### config.mk
export PLATFORM = sky130hd
export DESIGN_NAME = apr_scan_unit
export DESIGN_NICKNAME = d
export VERILOG_FILES = /design/src/hw/rtl/apr_pkg.sv /design/src/hw/rtl/apr_scan_unit.sv
export SDC_FILE = /design/constraint.sdc
export NUM_CORES = 1
export LEC_CHECK = 0
export BUFFER_PORTS_ARGS = -buffer_cell sky130_fd_sc_hd__buf_2
export CAP_MARGIN = 5
export CORE_MARGIN = 10
export CORE_UTILIZATION = 41
export DETAILED_ROUTE_END_ITERATION = 12
export MAX_ROUTING_LAYER = met4
export PLACE_DENSITY = 0.89
export SETUP_SLACK_MARGIN = 0.4
export SYNTH_ARGS = -nofsm -noshare
export SYNTH_HDL_FRONTEND = slang
export SYNTH_SLANG_ARGS = --single-unit
export TNS_END_PERCENT = 50
### constraint.sdc
create_clock -name vclk -period 5.05
set_input_delay 1.01 -clock vclk [all_inputs]
set_output_delay 1.01 -clock vclk [all_outputs]
set_load 0.02 [all_outputs]
### src/hw/rtl/apr_pkg.sv
package apr_pkg;

  // default sizes of the table
  localparam int FRAMES_DEF    = 128;
  localparam int AGE_BITS_DEF  = 64;
  localparam int PAGE_BITS_DEF = 16;

  // fixed port widths
  localparam int PAGE_NUMBER_W = 16;
  localparam int FRAME_INDEX_W = 7;
  localparam int LIMIT_W       = 8;

  localparam logic [LIMIT_W-1:0] LIMIT_RESET = 8'd128;

  // operation codes
  localparam logic OP_REFERENCE = 1'b0;
  localparam logic OP_TICK      = 1'b1;

  // compare flags from the scan unit
  typedef struct packed {
    logic match;
    logic younger;
  } apr_cmp_t;

endpackage

### src/hw/rtl/apr_scan_unit.sv
module apr_scan_unit #(
  parameter int AGE_BITS  = 64,
  parameter int PAGE_BITS = 16
) (
  input  logic                 entry_ref,
  input  logic [AGE_BITS-1:0]  entry_age,
  input  logic [PAGE_BITS-1:0] entry_page,
  input  logic [PAGE_BITS-1:0] key,
  input  logic [AGE_BITS-1:0]  best_age,
  output apr_pkg::apr_cmp_t    cmp,
  output logic [AGE_BITS-1:0]  aged
);
  import apr_pkg::*;

  // page match and age compare against the running minimum
  always_comb begin
    cmp.match   = (entry_page == key);
    cmp.younger = (entry_age < best_age);
  end

  // aging shift: referenced bit enters the top
  assign aged = {entry_ref, entry_age[AGE_BITS-1:1]};

endmodule

# Word-level counts from Yosys, hierarchy flattened

Cells that the tools add are included.
Widths: inputs -> output; s select.

$lt $le $gt $ge: 1
Equal/unequal tests: 1

Operators with widths:

| cell         | number |
|---|---|
| $lt 64x64->1 | 1 |
| $eq 16x16->1 | 1 |

Register bits: 0
Output and inout bits: 66
Logic and storage cells: 2

# Logic depth before layout (Yosys ltp)

Depth after elaboration: 1
Mapped depth: 8
Mapped depth without buffers: 8

# Worst setup path after synthesis

OpenSTA, ideal clock, no wires.

Path kind: input to output
Start: in best_age[26]
End: out cmp[0] in the netlist's numbering
Arrival: 2636 ps
Setup slack: 1404 ps
Cell stages on the path: 8
Path buffers: 0
Cell sequence: inv_1 ha_1 and4_1 nor4b_1 a221oi_1 o21a_1 o31ai_1 nor4b_2

RTL lines:

| item               | line                | RTL |
|---|---|---|
| start: declaration | apr_scan_unit.sv:9  | `input logic [AGE_BITS-1:0] best_age,` |
| end: declaration   | apr_scan_unit.sv:10 | `output apr_pkg::apr_cmp_t cmp,` |

==> out/metrics.csv <==
stage,metric,value,unit
power,p_leak,1.919,nW
detailed_routing,drt-total-wl,8.458,mm
die,num_rows,26,
timing,holdWs,2020,ps
placement,post-dp-hpwl,8.281,mm
synthesis,syn-mean-instance-area,7.289,um^2
final_layout,diodes,0,
timing,period_minus_slack,3892,ps
final_layout,nClkBuffers,0,
timing,rsz0062_at_grt,false,
detailed_routing,wl_per_cell,15.66,um
min_path,worst_hold_path_type,input port to output pin,
critical_path,start_kind,input port,
final_layout,final_common_cell,buf_2,
timing,fmax,0.2569,GHz
synthesis,ys.warnings.count,0,
critical_path,required,4040,ps
grt,grt_overflow,0,
detailed_routing,routed_via_density,4.693,
detailed_routing,via_count,2534,
detailed_routing,drc,0,
synthesis,synth_cells,309,
power,seqPwrFrac,0,%
clocking,hold_buffers,0,
clocking,cts_resized,0,
die,initial_core_util,43.27,%
synthesis,ys_seq_area_share,0,%
final_layout,final_cell_mix,"225 x buf_2, 64 x inv_1, 63 x ha_1",
timing,tns,0,ps
timing,slew_headroom,63.66,%
die,die_y,94.12,um
timing,worst_pin_slew,540.1,ps
grt,track_usage,17.89,%
final_layout,fin_cells,540,
synthesis,syn-num-nets,533,
critical_path,criticalPathCategory,input port to output pin,
final_layout,drive_gt1_share,48.94,%
placement,io_buffers,225,
power,ir_drop,0.05631,mV
timing,period_share,77.07,%
critical_path,endpoint_kind,output pin,
power,power_density,88.39,nW/um^2
detailed_routing,drt_iter0_markers,15,
power,power.clock.fraction,0,%
detailed_routing,dr.pass1.iters,4,
power,p_int,0.1235,mW
synthesis,ys_types,27,
synthesis,syn-cell-area,2252,um^2
final_layout,final_nets,696,
power,netSwitchingPower,0.1404,mW
power,finalPower,0.2639,mW
detailed_routing,ant_nets,0,
power,p_comb_share,100.0,%
die,ios,227,
flow_run,maxCapViolations,0,
final_layout,seq_cells,0,
grt,grt_pass1_wl,13.01,mm
grt,antenna_found_initial,0,
grt,grt_max_degree,4,
timing,drv_slew,0,
timing,setup-violations-final,0,
final_layout,syn_to_final_growth,32.56,%
placement,gp_congestion,0.8801,
die,fp.dieW,94.12,um
critical_path,critPathArrivalTime,2880,ps
outcome,outcome,"complete, no violations",
timing,hold_viol_final,0,
placement,dp_cells,540,
clocking,post-cts-setup-buffers,0,
critical_path,crit_fanout,3,
final_layout,ff_latch_area,0,um^2
die,core,5205,um^2
grt,grt_pass1_vias,2843,
die,die_area,8858,um^2
power,switching_share,53.20,%
through the flow:
stage          instance area [um^2]  worst slack, ps  utilization [%]
6_report                       2985             1158            57.36
5_1_grt                        2985            987.6            57.36
4_1_cts                        2985             1158            57.36
3_5_place_dp                   2985             1179            57.36
3_3_place_gp                   2985             1170            57.36
2_1_floorplan                  2252             1404                -
cell usage after synthesis, types with 2 or more instances:
master    instances  area [um^2]
nand2_1          17        63.81
buf_4            64        480.5
a21o_1            2        15.01
nand4_1          14        87.58
nor4_1            3        18.77
o21ai_0          10        50.05
xnor2_1          16        140.1
ha_1             63        788.3
inv_1            64        240.2
a221oi_1          5        43.79
nand3_1           6        30.03
nor3_1            2        10.01
a21oi_1          22        110.1
o21a_1            2        15.01
nor2_1            7        26.28
area by class of cell:
cell class	count	area (um^2)
multi-input combinational	181	1531
timing repair buffer	225	1126
tap	70	87.58
fill	501	2220
inverter	64	240.2
cells by family after synthesis:
kind of cell / after synthesis / share of synthesized area (%)
buffers and inverters: 128 / 32.00
adders and majority gates: 63 / 35.00
and+or+nand+nor: 54 / 13.00
AOI/OAI and AO/OA: 48 / 13.78
xor gates and xnor gates: 16 / 6.222
power groups by stage:
stage	Clock (mW)	Sequential (mW)	Combinational [mW]
final	0	0	0.264
after CTS	0	0	0.268
after floorplan	0	0	0.177
after detailed placement	0	0	0.267
after global routing	0	0	0.298
after global placement	0	0	0.256
metal layers:
metal | vias up | GRT usage (%) | share of wire [%]
li1 | 1305 | - | -
met1 | 1098 | 16.22 | 35
met2 | 123 | 37.10 | 56
met3 | 8 | 4.476 | 8.5
met4 | 0 | 1.646 | 0.83
met5 | - | - | 0
worst paths after layout:
| check | to | slack (ps) | depth (start not counted) | startpoint |
|---|---|---|---|---|
| max | cmp[0] | 1160 | 8 | entry_age[59] |
| min | aged[63] | 2020 | 0 | entry_ref |
worst max-delay path, cell delays in order:
cell and delay [ps]:
buf_2 110, ha_1 310, nand4_1 160, nor4_1 550, nand3_2 160, o31ai_1 330
nor4b_2 90, buf_2 170
No activity file was read; power rests on OpenSTA's default activity.
